<file path="src/hw/rtl/ddd_pkg.sv">
`default_nettype none

package ddd_pkg;

  localparam int unsigned YEAR_W    = 14;
  localparam int unsigned MONTH_W   = 4;
  localparam int unsigned DAY_W     = 5;
  localparam int unsigned DAY_NUM_W = 23;
  localparam int unsigned COUNT_W   = 22;

  localparam logic [COUNT_W-1:0] COUNT_MAX = 22'd4194303;

  // x / 100 == (x * RECIP_100) >> RECIP_SHIFT for every x below 2^15.
  localparam logic [14:0] RECIP_100   = 15'd20972;
  localparam int unsigned RECIP_SHIFT = 21;

  localparam logic [MONTH_W-1:0] MON_JAN = 4'd1;
  localparam logic [MONTH_W-1:0] MON_FEB = 4'd2;
  localparam logic [MONTH_W-1:0] MON_MAR = 4'd3;
  localparam logic [MONTH_W-1:0] MON_APR = 4'd4;
  localparam logic [MONTH_W-1:0] MON_MAY = 4'd5;
  localparam logic [MONTH_W-1:0] MON_JUN = 4'd6;
  localparam logic [MONTH_W-1:0] MON_JUL = 4'd7;
  localparam logic [MONTH_W-1:0] MON_AUG = 4'd8;
  localparam logic [MONTH_W-1:0] MON_SEP = 4'd9;
  localparam logic [MONTH_W-1:0] MON_OCT = 4'd10;
  localparam logic [MONTH_W-1:0] MON_NOV = 4'd11;
  localparam logic [MONTH_W-1:0] MON_DEC = 4'd12;

  // Day number of one date and whether that date is valid.
  typedef struct packed {
    logic                 ok;
    logic [DAY_NUM_W-1:0] num;
  } dn_res_t;

  // Length of a month; zero for a month code outside January to December.
  function automatic logic [DAY_W-1:0] month_len(input logic [MONTH_W-1:0] m,
                                                 input logic leap);
    logic [DAY_W-1:0] len;
    unique case (m)
      MON_JAN, MON_MAR, MON_MAY, MON_JUL,
      MON_AUG, MON_OCT, MON_DEC:           len = 5'd31;
      MON_APR, MON_JUN, MON_SEP, MON_NOV:  len = 5'd30;
      MON_FEB:                             len = leap ? 5'd29 : 5'd28;
      default:                             len = 5'd0;
    endcase
    return len;
  endfunction

  // Days in the year before the first of the given month.
  function automatic logic [8:0] days_before(input logic [MONTH_W-1:0] m,
                                             input logic leap);
    logic [8:0] n;
    logic [8:0] adj;
    adj = {8'd0, leap};
    unique case (m)
      MON_JAN: n = 9'd0;
      MON_FEB: n = 9'd31;
      MON_MAR: n = 9'd59  + adj;
      MON_APR: n = 9'd90  + adj;
      MON_MAY: n = 9'd120 + adj;
      MON_JUN: n = 9'd151 + adj;
      MON_JUL: n = 9'd181 + adj;
      MON_AUG: n = 9'd212 + adj;
      MON_SEP: n = 9'd243 + adj;
      MON_OCT: n = 9'd273 + adj;
      MON_NOV: n = 9'd304 + adj;
      MON_DEC: n = 9'd334 + adj;
      default: n = 9'd0;
    endcase
    return n;
  endfunction

endpackage

`default_nettype wire

</file>
<file path="src/hw/rtl/ddd_day_number.sv">
`default_nettype none

// Three-stage pipeline: date to days since 1 January of year 0, with a validity flag.
module ddd_day_number
  import ddd_pkg::*;
(
  input  wire logic               clk,
  input  wire logic [YEAR_W-1:0]  year,
  input  wire logic [MONTH_W-1:0] month,
  input  wire logic [DAY_W-1:0]   day,
  output dn_res_t                 res
);

  // Stage 1: the three divisions by 100 as reciprocal multiplications.
  logic [14:0] y_ext;
  logic [14:0] ya;
  logic [14:0] yb;
  logic [29:0] prod_y;
  logic [29:0] prod_a;
  logic [29:0] prod_b;

  logic [YEAR_W-1:0]  y1_r;
  logic [MONTH_W-1:0] m1_r;
  logic [DAY_W-1:0]   d1_r;
  logic [7:0]         qy1_r;
  logic [7:0]         qa1_r;
  logic [7:0]         qb1_r;

  assign y_ext  = {1'b0, year};
  assign ya     = y_ext + 15'd99;
  assign yb     = (y_ext + 15'd399) >> 2;
  assign prod_y = y_ext * RECIP_100;
  assign prod_a = ya * RECIP_100;
  assign prod_b = yb * RECIP_100;

  always_ff @(posedge clk) begin
    y1_r  <= year;
    m1_r  <= month;
    d1_r  <= day;
    qy1_r <= prod_y[RECIP_SHIFT+7:RECIP_SHIFT];
    qa1_r <= prod_a[RECIP_SHIFT+7:RECIP_SHIFT];
    qb1_r <= prod_b[RECIP_SHIFT+7:RECIP_SHIFT];
  end

  // Stage 2: leap flag and the day number of 1 January.
  logic [14:0]          hund;
  logic                 div100;
  logic                 leap;
  logic [14:0]          quad;
  logic [DAY_NUM_W-1:0] base;

  logic [DAY_NUM_W-1:0] base2_r;
  logic                 leap2_r;
  logic [MONTH_W-1:0]   m2_r;
  logic [DAY_W-1:0]     d2_r;

  assign hund   = {7'd0, qy1_r} * 15'd100;
  assign div100 = ({1'b0, y1_r} == hund);
  assign leap   = ((y1_r[1:0] == 2'd0) && !div100) || (div100 && (qy1_r[1:0] == 2'd0));
  assign quad   = ({1'b0, y1_r} + 15'd3) >> 2;
  assign base   = {9'd0, y1_r} * 23'd365
                + {8'd0, quad}
                - {15'd0, qa1_r}
                + {15'd0, qb1_r};

  always_ff @(posedge clk) begin
    base2_r <= base;
    leap2_r <= leap;
    m2_r    <= m1_r;
    d2_r    <= d1_r;
  end

  // Stage 3: month offset, day of month and the validity check.
  logic [DAY_W-1:0] len;
  dn_res_t          res3_r;

  assign len = month_len(m2_r, leap2_r);

  always_ff @(posedge clk) begin
    res3_r.ok  <= (len != '0) && (d2_r != '0) && (d2_r <= len);
    res3_r.num <= base2_r + {14'd0, days_before(m2_r, leap2_r)}
                + {18'd0, d2_r} - 23'd1;
  end

  assign res = res3_r;

endmodule

`default_nettype wire

</file>
<file path="src/hw/rtl/date_difference_in_days.sv">
// Gregorian date difference. Each word on the in_ ports carries a start and an end
// date (day, month, year) and is taken at every clock edge where start is high;
// busy is always low, so a new word may follow in every cycle. The result is on
// out_day_count and out_date_error, marked by out_strobe, for one cycle once the
// word has passed all of its register stages. The receiver cannot stall the
// block, and none is needed: the four register stages (year divisions, leap and
// year base, month offset and validity, then the difference) move forward every
// cycle, so throughput is one word per cycle.
// A date is invalid when its month lies outside 1 to 12 or its day outside 1 to
// the length of that month; the result then has out_date_error set and a count
// of zero. When the start is not before the end the counted days are zero. The
// include_last_day bit, written through the cfg_ port, which is always ready,
// adds one day to every valid result; the count saturates at the top of its
// 22-bit range. Write the bit only while no word is in flight.

`default_nettype none

module date_difference_in_days
  import ddd_pkg::*;
(
  input  wire logic               clk,
  input  wire logic               rst_n,

  input  wire logic               start,
  output logic                    busy,
  input  wire logic [DAY_W-1:0]   in_start_day,
  input  wire logic [MONTH_W-1:0] in_start_month,
  input  wire logic [YEAR_W-1:0]  in_start_year,
  input  wire logic [DAY_W-1:0]   in_end_day,
  input  wire logic [MONTH_W-1:0] in_end_month,
  input  wire logic [YEAR_W-1:0]  in_end_year,

  output logic                    out_strobe,
  output logic [COUNT_W-1:0]      out_day_count,
  output logic                    out_date_error,

  input  wire logic               cfg_valid,
  output logic                    cfg_ready,
  input  wire logic               cfg_include_last_day
);

  // The pipeline never holds, so a word is accepted whenever start is high.
  assign busy      = 1'b0;
  assign cfg_ready = 1'b1;

  // Configuration register.
  logic inc_r;
  logic inc_nxt;

  assign inc_nxt = (cfg_valid && cfg_ready) ? cfg_include_last_day : inc_r;

  always_ff @(posedge clk) begin
    if (!rst_n) begin
      inc_r <= 1'b0;
    end else begin
      inc_r <= inc_nxt;
    end
  end

  // One valid bit for each of the three stages inside the day-number units.
  logic [2:0] vld_r;
  logic [2:0] vld_nxt;

  assign vld_nxt = {vld_r[1:0], start && !busy};

  always_ff @(posedge clk) begin
    if (!rst_n) begin
      vld_r <= '0;
    end else begin
      vld_r <= vld_nxt;
    end
  end

  // Both dates run through identical units side by side.
  dn_res_t start_dn;
  dn_res_t end_dn;

  ddd_day_number u_start_dn (
    .clk   (clk),
    .year  (in_start_year),
    .month (in_start_month),
    .day   (in_start_day),
    .res   (start_dn)
  );

  ddd_day_number u_end_dn (
    .clk   (clk),
    .year  (in_end_year),
    .month (in_end_month),
    .day   (in_end_day),
    .res   (end_dn)
  );

  // Final stage: difference, optional last day, saturation and error override.
  logic                 err;
  logic [DAY_NUM_W-1:0] diff;
  logic [DAY_NUM_W:0]   sum;
  logic [COUNT_W-1:0]   count;

  always_comb begin
    err  = !start_dn.ok || !end_dn.ok;
    diff = (end_dn.num > start_dn.num) ? (end_dn.num - start_dn.num) : '0;
    sum  = {1'b0, diff} + {{DAY_NUM_W{1'b0}}, inc_r};
    if (err) begin
      count = '0;
    end else if (sum > {2'b00, COUNT_MAX}) begin
      count = COUNT_MAX;
    end else begin
      count = sum[COUNT_W-1:0];
    end
  end

  logic               strobe_r;
  logic [COUNT_W-1:0] count_r;
  logic               err_r;

  always_ff @(posedge clk) begin
    if (!rst_n) begin
      strobe_r <= 1'b0;
    end else begin
      strobe_r <= vld_r[2];
    end
  end

  always_ff @(posedge clk) begin
    count_r <= count;
    err_r   <= err;
  end

  assign out_strobe     = strobe_r;
  assign out_day_count  = count_r;
  assign out_date_error = err_r;

  // Every accepted word yields its result strobe once it has passed the stages.
  a_latency: assert property (@(posedge clk) disable iff (!rst_n)
    (start && !busy) |-> ##4 out_strobe)
    else $error("result strobe missing four cycles after an accepted word");

  // An invalid date always reports a zero count.
  a_err_zero: assert property (@(posedge clk) disable iff (!rst_n)
    (out_strobe && out_date_error) |-> (out_day_count == '0))
    else $error("invalid date reported with a nonzero count");

  // With the last day included, a valid result is never zero.
  a_inc_nonzero: assert property (@(posedge clk) disable iff (!rst_n)
    (out_strobe && !out_date_error && inc_r) |-> (out_day_count != '0))
    else $error("zero count despite include_last_day");

  // No strobe without an earlier accepted word that it belongs to.
  a_no_spurious: assert property (@(posedge clk) disable iff (!rst_n)
    (out_strobe && $past(rst_n, 4)) |-> $past(start, 4))
    else $error("result strobe without an accepted word");

endmodule

`default_nettype wire
</file>
<file path="config.mk">
export PLATFORM = sky130hd
export DESIGN_NAME = date_difference_in_days
export DESIGN_NICKNAME = d
export VERILOG_FILES = /design/src/hw/rtl/ddd_pkg.sv /design/src/hw/rtl/ddd_day_number.sv /design/src/hw/rtl/date_difference_in_days.sv
export SDC_FILE = /design/constraint.sdc
export NUM_CORES = 2
export LEC_CHECK = 0
export BUFFER_PORTS_ARGS = -buffer_cell sky130_fd_sc_hd__buf_4
export CORE_MARGIN = 5
export CORE_UTILIZATION = 55
export CTS_BUF_LIST = sky130_fd_sc_hd__clkbuf_16
export DETAILED_ROUTE_END_ITERATION = 16
export MAX_ROUTING_LAYER = met4
export PLACE_DENSITY = 0.76
export SLEW_MARGIN = 25
export SYNTH_ARGS = -nofsm -noshare
export SYNTH_HDL_FRONTEND = slang
export SYNTH_SLANG_ARGS = --single-unit
</file>
<file path="constraint.sdc">
create_clock -name clk -period 16.6 [get_ports clk]
set_input_delay 0.83 -clock clk [delete_from_list [all_inputs] [get_ports clk]]
set_output_delay 0.83 -clock clk [all_outputs]
set_load 0.03 [all_outputs]
</file>
Yosys cells after proc, flatten, opt, wreduce, memory -nomap -nowiden

Cells that the tools add are included.

Flip-flop bits (word level): 236
Bits in latches: 0
RAM bits: 0
Bits in read-only memories: 0
Input bits: 51
Output and inout port bits: 26
Word-level logic and storage cells: 144
Memories kept: 0

Add/subtract/negate cells: 40
Multiply operators: 10
Divide/modulo/power cells: 0
Order comparisons: 4
Equal/unequal tests: 26
Shift operators: 0
Multiplexer cells: 8
Bitwise logic cells: 0
Reduce and logical (&&, ||, !) cells: 27

Operators with widths:

| kind                                                                   | number |
|---|---|
| 9-bit case mux with 11 select lines                                    | 2 |
| 8-bit by 1-bit adder with 9-bit output, first input constant           | 8 |
| 9-bit by 1-bit adder with 9-bit output, first input constant           | 6 |
| 14-bit by 13-bit multiplier with 27-bit output, second input constant  | 2 |
| 15-bit by 13-bit multiplier with 27-bit output, second input constant  | 2 |
| 13-bit by 13-bit multiplier with 26-bit output, second input constant  | 2 |
| 23-bit by 13-bit adder with 23-bit output                              | 2 |
| 23-bit by 5-bit adder with 23-bit output                               | 2 |
| 23-bit by 8-bit adder with 23-bit output                               | 2 |
| 23-bit by 9-bit adder with 23-bit output                               | 2 |
| 14-bit by 9-bit multiplier with 23-bit output, second input constant   | 2 |
| 23-bit by 1-bit subtractor with 23-bit output, second input constant   | 2 |
| 23-bit by 8-bit subtractor with 23-bit output                          | 2 |
| 4-bit == test, second input constant                                   | 10 |
| 7-bit by 1-bit adder with 8-bit output, first input constant           | 4 |
| 4-bit by 3-bit == test with 1-bit output, second input constant        | 8 |
| 14-bit by 2-bit adder with 15-bit output, second input constant        | 2 |
| 14-bit by 7-bit adder with 15-bit output, second input constant        | 2 |
| 14-bit by 9-bit adder with 15-bit output, second input constant        | 2 |
| 14-bit by 15-bit == test with 1-bit output                             | 2 |
| 5-bit case mux with 3 select lines                                     | 2 |
| 8-bit by 5-bit multiplier with 13-bit output, second input constant    | 2 |
| 23-bit by 1-bit adder with 24-bit output                               | 1 |
| 24-bit by 22-bit > comparator with 1-bit output, second input constant | 1 |
| other kinds (16)                                                       | 43 |

Longest topological paths before layout

Word-level depth: 6
Gate-level depth with buffers: 30
Gate-level depth less buffers: 30

Hierarchy

Synthesis repeated with hierarchy kept, for this count alone.

Cells, all modules: 4336
Area total of the unflattened synthesis: 41224.5 um2

Modules (own cells, without submodules):

| module                      | times used | cells an instance | area an instance (um2) | sequential area each (um2) |
|---|---|---|---|---|
| ddd_day_number (u_start_dn) | 1          | 2018              | 19368.6                | 2062.0 |
| ddd_day_number (u_end_dn)   | 1          | 1947              | 19099.6                | 2062.0 |
| date_difference_in_days     | 1          | 371               | 2756.4                 | 560.5 |

Least setup slack after synthesis

Ideal clock, no wire load.

Path kind: input port to flip-flop
Start point: input port in_end_year[1]
End point: register u_end_dn.qa1_r[7]
Library setup time: 72 ps
Arrival time: 7275 ps
Data required time: 16528 ps
Setup slack: 9253 ps
Stages on the path: 27
Path buffers: 0
Cells stage by stage: inv_1 > ha_1 > a21oi_1 > nor2b_1 > a21boi_0 > nor2b_1 > xnor2_1 > inv_1 > fa_1 > ha_1 > inv_1 > fa_1 > inv_1 > fa_1 > inv_1 > fa_1 > inv_1 > ha_1 > or4_1 > a2111oi_0 > o31a_1 > o31a_1 > o21ai_0 > o41ai_1 > o21bai_1 > a21oi_1 > xnor2_1

Longest elaborated chain between the ends: 2

Ends and longest elaborated chain:

| element                                        | line                          | text |
|---|---|---|
| start, declared                                | date_difference_in_days.sv:31 | `input wire logic [YEAR_W-1:0] in_end_year,` |
| 14-bit by 7-bit adder with 15-bit output       | ddd_day_number.sv:30          | `assign ya = y_ext + 15'd99;` |
| 15-bit by 13-bit multiplier with 27-bit output | ddd_day_number.sv:33          | `assign prod_a = ya * RECIP_100;` |
| via u_end_dn.prod_a[28]                        | ddd_day_number.sv:19          | `logic [29:0] prod_a;` |
| end signal, assigned                           | ddd_day_number.sv:41          | `qa1_r <= prod_a[RECIP_SHIFT+7:RECIP_SHIFT];` |
| end, declared                                  | ddd_day_number.sv:26          | `logic [7:0] qa1_r;` |

The timed path passes the listed nets, and every way through them passes these cells.
A chain may end at the register's enable or synchronous reset.

Final worst setup path

Same ends and word-level chain as after synthesis.

==> metrics.md <==
| Metric | Value |
|---|---|
| Status | finished clean |
| Clk_lat worst skew | 590 ps |
| Yosys reg bits | 234 |
| Vias in the first global route | 29.14k |
| DRT antenna net count | 0 |
| Synth Warn # | 0 |
| DRT iter0 DRCs | 1143 |
| Min-Delay Path Class | flip-flop to flip-flop |
| Pins Over Slew Limit | 0 |
| RSZ-0062 raised after global routing | false |
| Initial Util | 55.46% |
| Crit path largest cell delay | 630 ps |
| Crit end category | flip-flop |
| I/O pins | 77 |
| Synth top area share | 29.78% |
| Final hold slack | 322.7 ps |
| Largest net degree at the start of global routing | 22 |
| DR WL met2 | 39.05 mm |
| Register area share after synthesis | 11.37% |
| Synthesized instance count | 4345 |
| Maxcap violations | 0 |
| # fillers | 6326 |
| Worst slew margin | 32.30% |
| First-pass GRT wire length | 141.4 mm |
| Total CTS buffers | 29 |
| Maximum clock frequency | 0.1277 GHz |
| Final Skew | 17.25 ps |
| Synthesized Nets | 5919 |
| Number of synthesized flops with an enable pin | 0 |
| Commonest non-fill, non-tap cell in the layout | inv_1 |
| Synth cell types | 86 |
| Mean Syn Cell Area | 9.486 sq um |
| FFs w/ async S/R, synth | 0% |
| DIE WIDTH | 283.8 um |
| DR WL/cell | 15.23 um |
| DR DRC count | 0 |
| Max stage delay cell, worst path | xnor2_1 |
| Area Growth Syn to Fin | 6.414% |
| Most used cell, CP | inv_1 |
| Post_cts resized | 0 |
| CTS root buffer | clkbuf_16 |
| Critical path data arrival time | 8330 ps |
| Crit path max-delay family | adder cells |
| Cell Rows | 100 |
| Final net count | 5998 |
| Tcrit/Tclk final | 47.16% |
| Main synth FF type | dfxtp_1 |
| Port bufs | 74 |
| Clock period minus worst slack | 7829 ps |
| Post-CTS setup buffer count | 0 |
| CTS sink count | 234 |
| Req. time, crit path | 17100 ps |
| Post-route setup TNS | 0 ps |
| Die Y | 283.8 um |
| DR vias/cell | 5.132 |
| CTS tree | done |
| WL final | 82.50 mm |
| # H-tree levels | 1 |
| Worst slew pin tran | 1008 ps |
| Hold_buf cts | 0 |
| Top Metal Used | met4 |
| Die area | 80520 sq um |
| Wire length on met3 | 3.059 mm |
| Synth Cell Area | 41220 sq um |
| CP Class | input pin to flip-flop |
| M1 WL | 38.85 mm |
| Core ar. | 74320 sq um |
| Remaining Overflow, GRT | 0 |
| Critical path buffers and inverters | 7 |
| Cell type with the largest total area after synthesis | ha_1 |
| Hold Fails Final Rpt | 0 |
| Longest Clk Path Bufs | 3 |
| Pre-Repair DR Iteration Count | 5 |
| Clk pin slew, worst setup/hold paths | 60 ps |
| Kind of start point of the critical path | input pin |
| Gp weighted congestion | 0.9566 |
| Crit-path max FO | 8 |
| Final setup viols | 0 |
| DR vias | 27.80k |
| Share of layout cells above drive strength 1 | 3.936% |
| Total track usage | 21.43% |
| Synth top area cells | ha_1 (30%), fa_1 (26%), dfxtp_1 (11%) |
| Initial antenna violation count | 2 |
| Commonest cells after routing, fill and taps aside | inv_1 (1220), ha_1 (981), fa_1 (542), dfxtp_1 (234), xnor2_1 (230) |
| HPWL Detailed | 72.94 mm |
## through the flow
stage / cells / util [%] / cell area [sq um] / setup slack (ps)
after floorplan: 4345 / - / 41220 / 9253
after global placement: 5362 / 57.67 / 42860 / 8440
after detailed placement: 5362 / 57.67 / 42860 / 8310
after CTS: 5415 / 58.99 / 43840 / 8913
after global routing: 5416 / 59.02 / 43860 / 8114
final: 5416 / 59.02 / 43860 / 8771
## metal layers
layer,track usage [%],up-vias
met4,4.021,0
met1,29.29,13460
li1,-,13850
met2,35.26,390
met5,-,-
met3,2.112,97
## Yosys cell counts (all sizes together) (5+ instances only)
| cell type | count |
|---|---|
| a2111oi | 7 |
| clkbuf | 22 |
| inv | 1220 |
| o31ai | 7 |
| nor2 | 146 |
| nand2 | 96 |
| or2 | 9 |
| a21oi | 146 |
| a21o | 69 |
| a221oi | 5 |
| buf | 6 |
| a31o | 7 |
| nor2b | 43 |
| o22ai | 6 |
| nand3b | 8 |
| xor2 | 58 |
| ha | 981 |
| o2111ai | 12 |
| nand3 | 60 |
| a21boi | 11 |
| mux2i | 5 |
| nand2b | 31 |
| or4 | 7 |
| o21ai | 84 |
| a211oi | 14 |
| and2 | 19 |
| a211o | 5 |
| nor4 | 12 |
| xnor2 | 232 |
| o21bai | 16 |
| o211ai | 14 |
| or3 | 12 |
| o41ai | 6 |
| nand4 | 16 |
| o21a | 31 |
| fa | 542 |
| nor3 | 56 |
| dfxtp | 234 |
| and3 | 29 |
| a31oi | 17 |
## layout make-up
class	count	area (sq um)	area share, %
diodes	1	2.502	0.005705
clock buffers	29	725.7	1.654
clock inverters	24	257.7	0.5876
inverters	1220	4579	10.44
multi-input cells	2863	31830	72.57
flip-flops and latches	234	4684	10.68
well taps	969	1212	2.764
repair buffers	76	570.5	1.301
## worst reg2reg max path, cell delays in order (launching register included)
cell and delay, ps:
dfxtp_1 590, inv_1 260, ha_1 360, nor2_1 280, nand3_1 200, xnor2_1 340, fa_1 500, fa_1 520
inv_1 60, fa_1 550, fa_1 410, ha_1 330, a21boi_0 160, o21ai_0 340, a2111oi_0 240, o32a_1 440
a221oi_1 390, o21ai_0 220, o41ai_1 330, xnor2_1 120
## final timing paths
kind,start,end,slack (ps),cells past startpoint
worst max-delay path,in_end_year[1],u_end_dn.qa1_r[7],8770,28
worst min-delay path,u_end_dn.d1_r[1],u_end_dn.d2_r[1],320,0
worst max register to register,u_end_dn.y1_r[0],u_end_dn.base2_r[22],9840,19
worst min register to register,u_end_dn.d1_r[1],u_end_dn.d2_r[1],320,0
## sequential cells by signal, summed over array words and instances, names as in the netlist, 5 cells and up
signal,cells
u_end_dn.y1_r,14
u_end_dn.res,24
u_start_dn.d2_r,5
u_end_dn.d2_r,5
out_day_count,22
u_start_dn.qa1_r,8
u_end_dn.qy1_r,8
u_start_dn.qb1_r,7
u_start_dn.base2_r,23
u_end_dn.base2_r,23
u_end_dn.qa1_r,8
u_end_dn.d1_r,5
u_start_dn.res,24
u_start_dn.d1_r,5
u_start_dn.y1_r,14
u_end_dn.qb1_r,7
u_start_dn.qy1_r,8
## kinds of logic (layout without fill, tap and decap cells)
| logic type | after synthesis | count (layout) | share of synthesized area (%) |
|---|---|---|---|
| adder cells (fa/ha/maj) | 1523 | 1523 | 56.10 |
| flip-flops | 234 | 234 | 11.37 |
| buffers and inverters | 1248 | 1349 | 11.45 |
| AO/OA/AOI/OAI | 488 | 488 | 7.914 |
| AND/OR/NAND/NOR | 555 | 555 | 6.866 |
| other | 2 | 3 | 0.01822 |
| multiplexers | 5 | 5 | 0.1214 |
| XOR/XNOR | 290 | 290 | 6.162 |
Power is left out: the tool's default activity adds up to more than one toggle a clock period on the data nets, which glitch-free logic cannot reach.
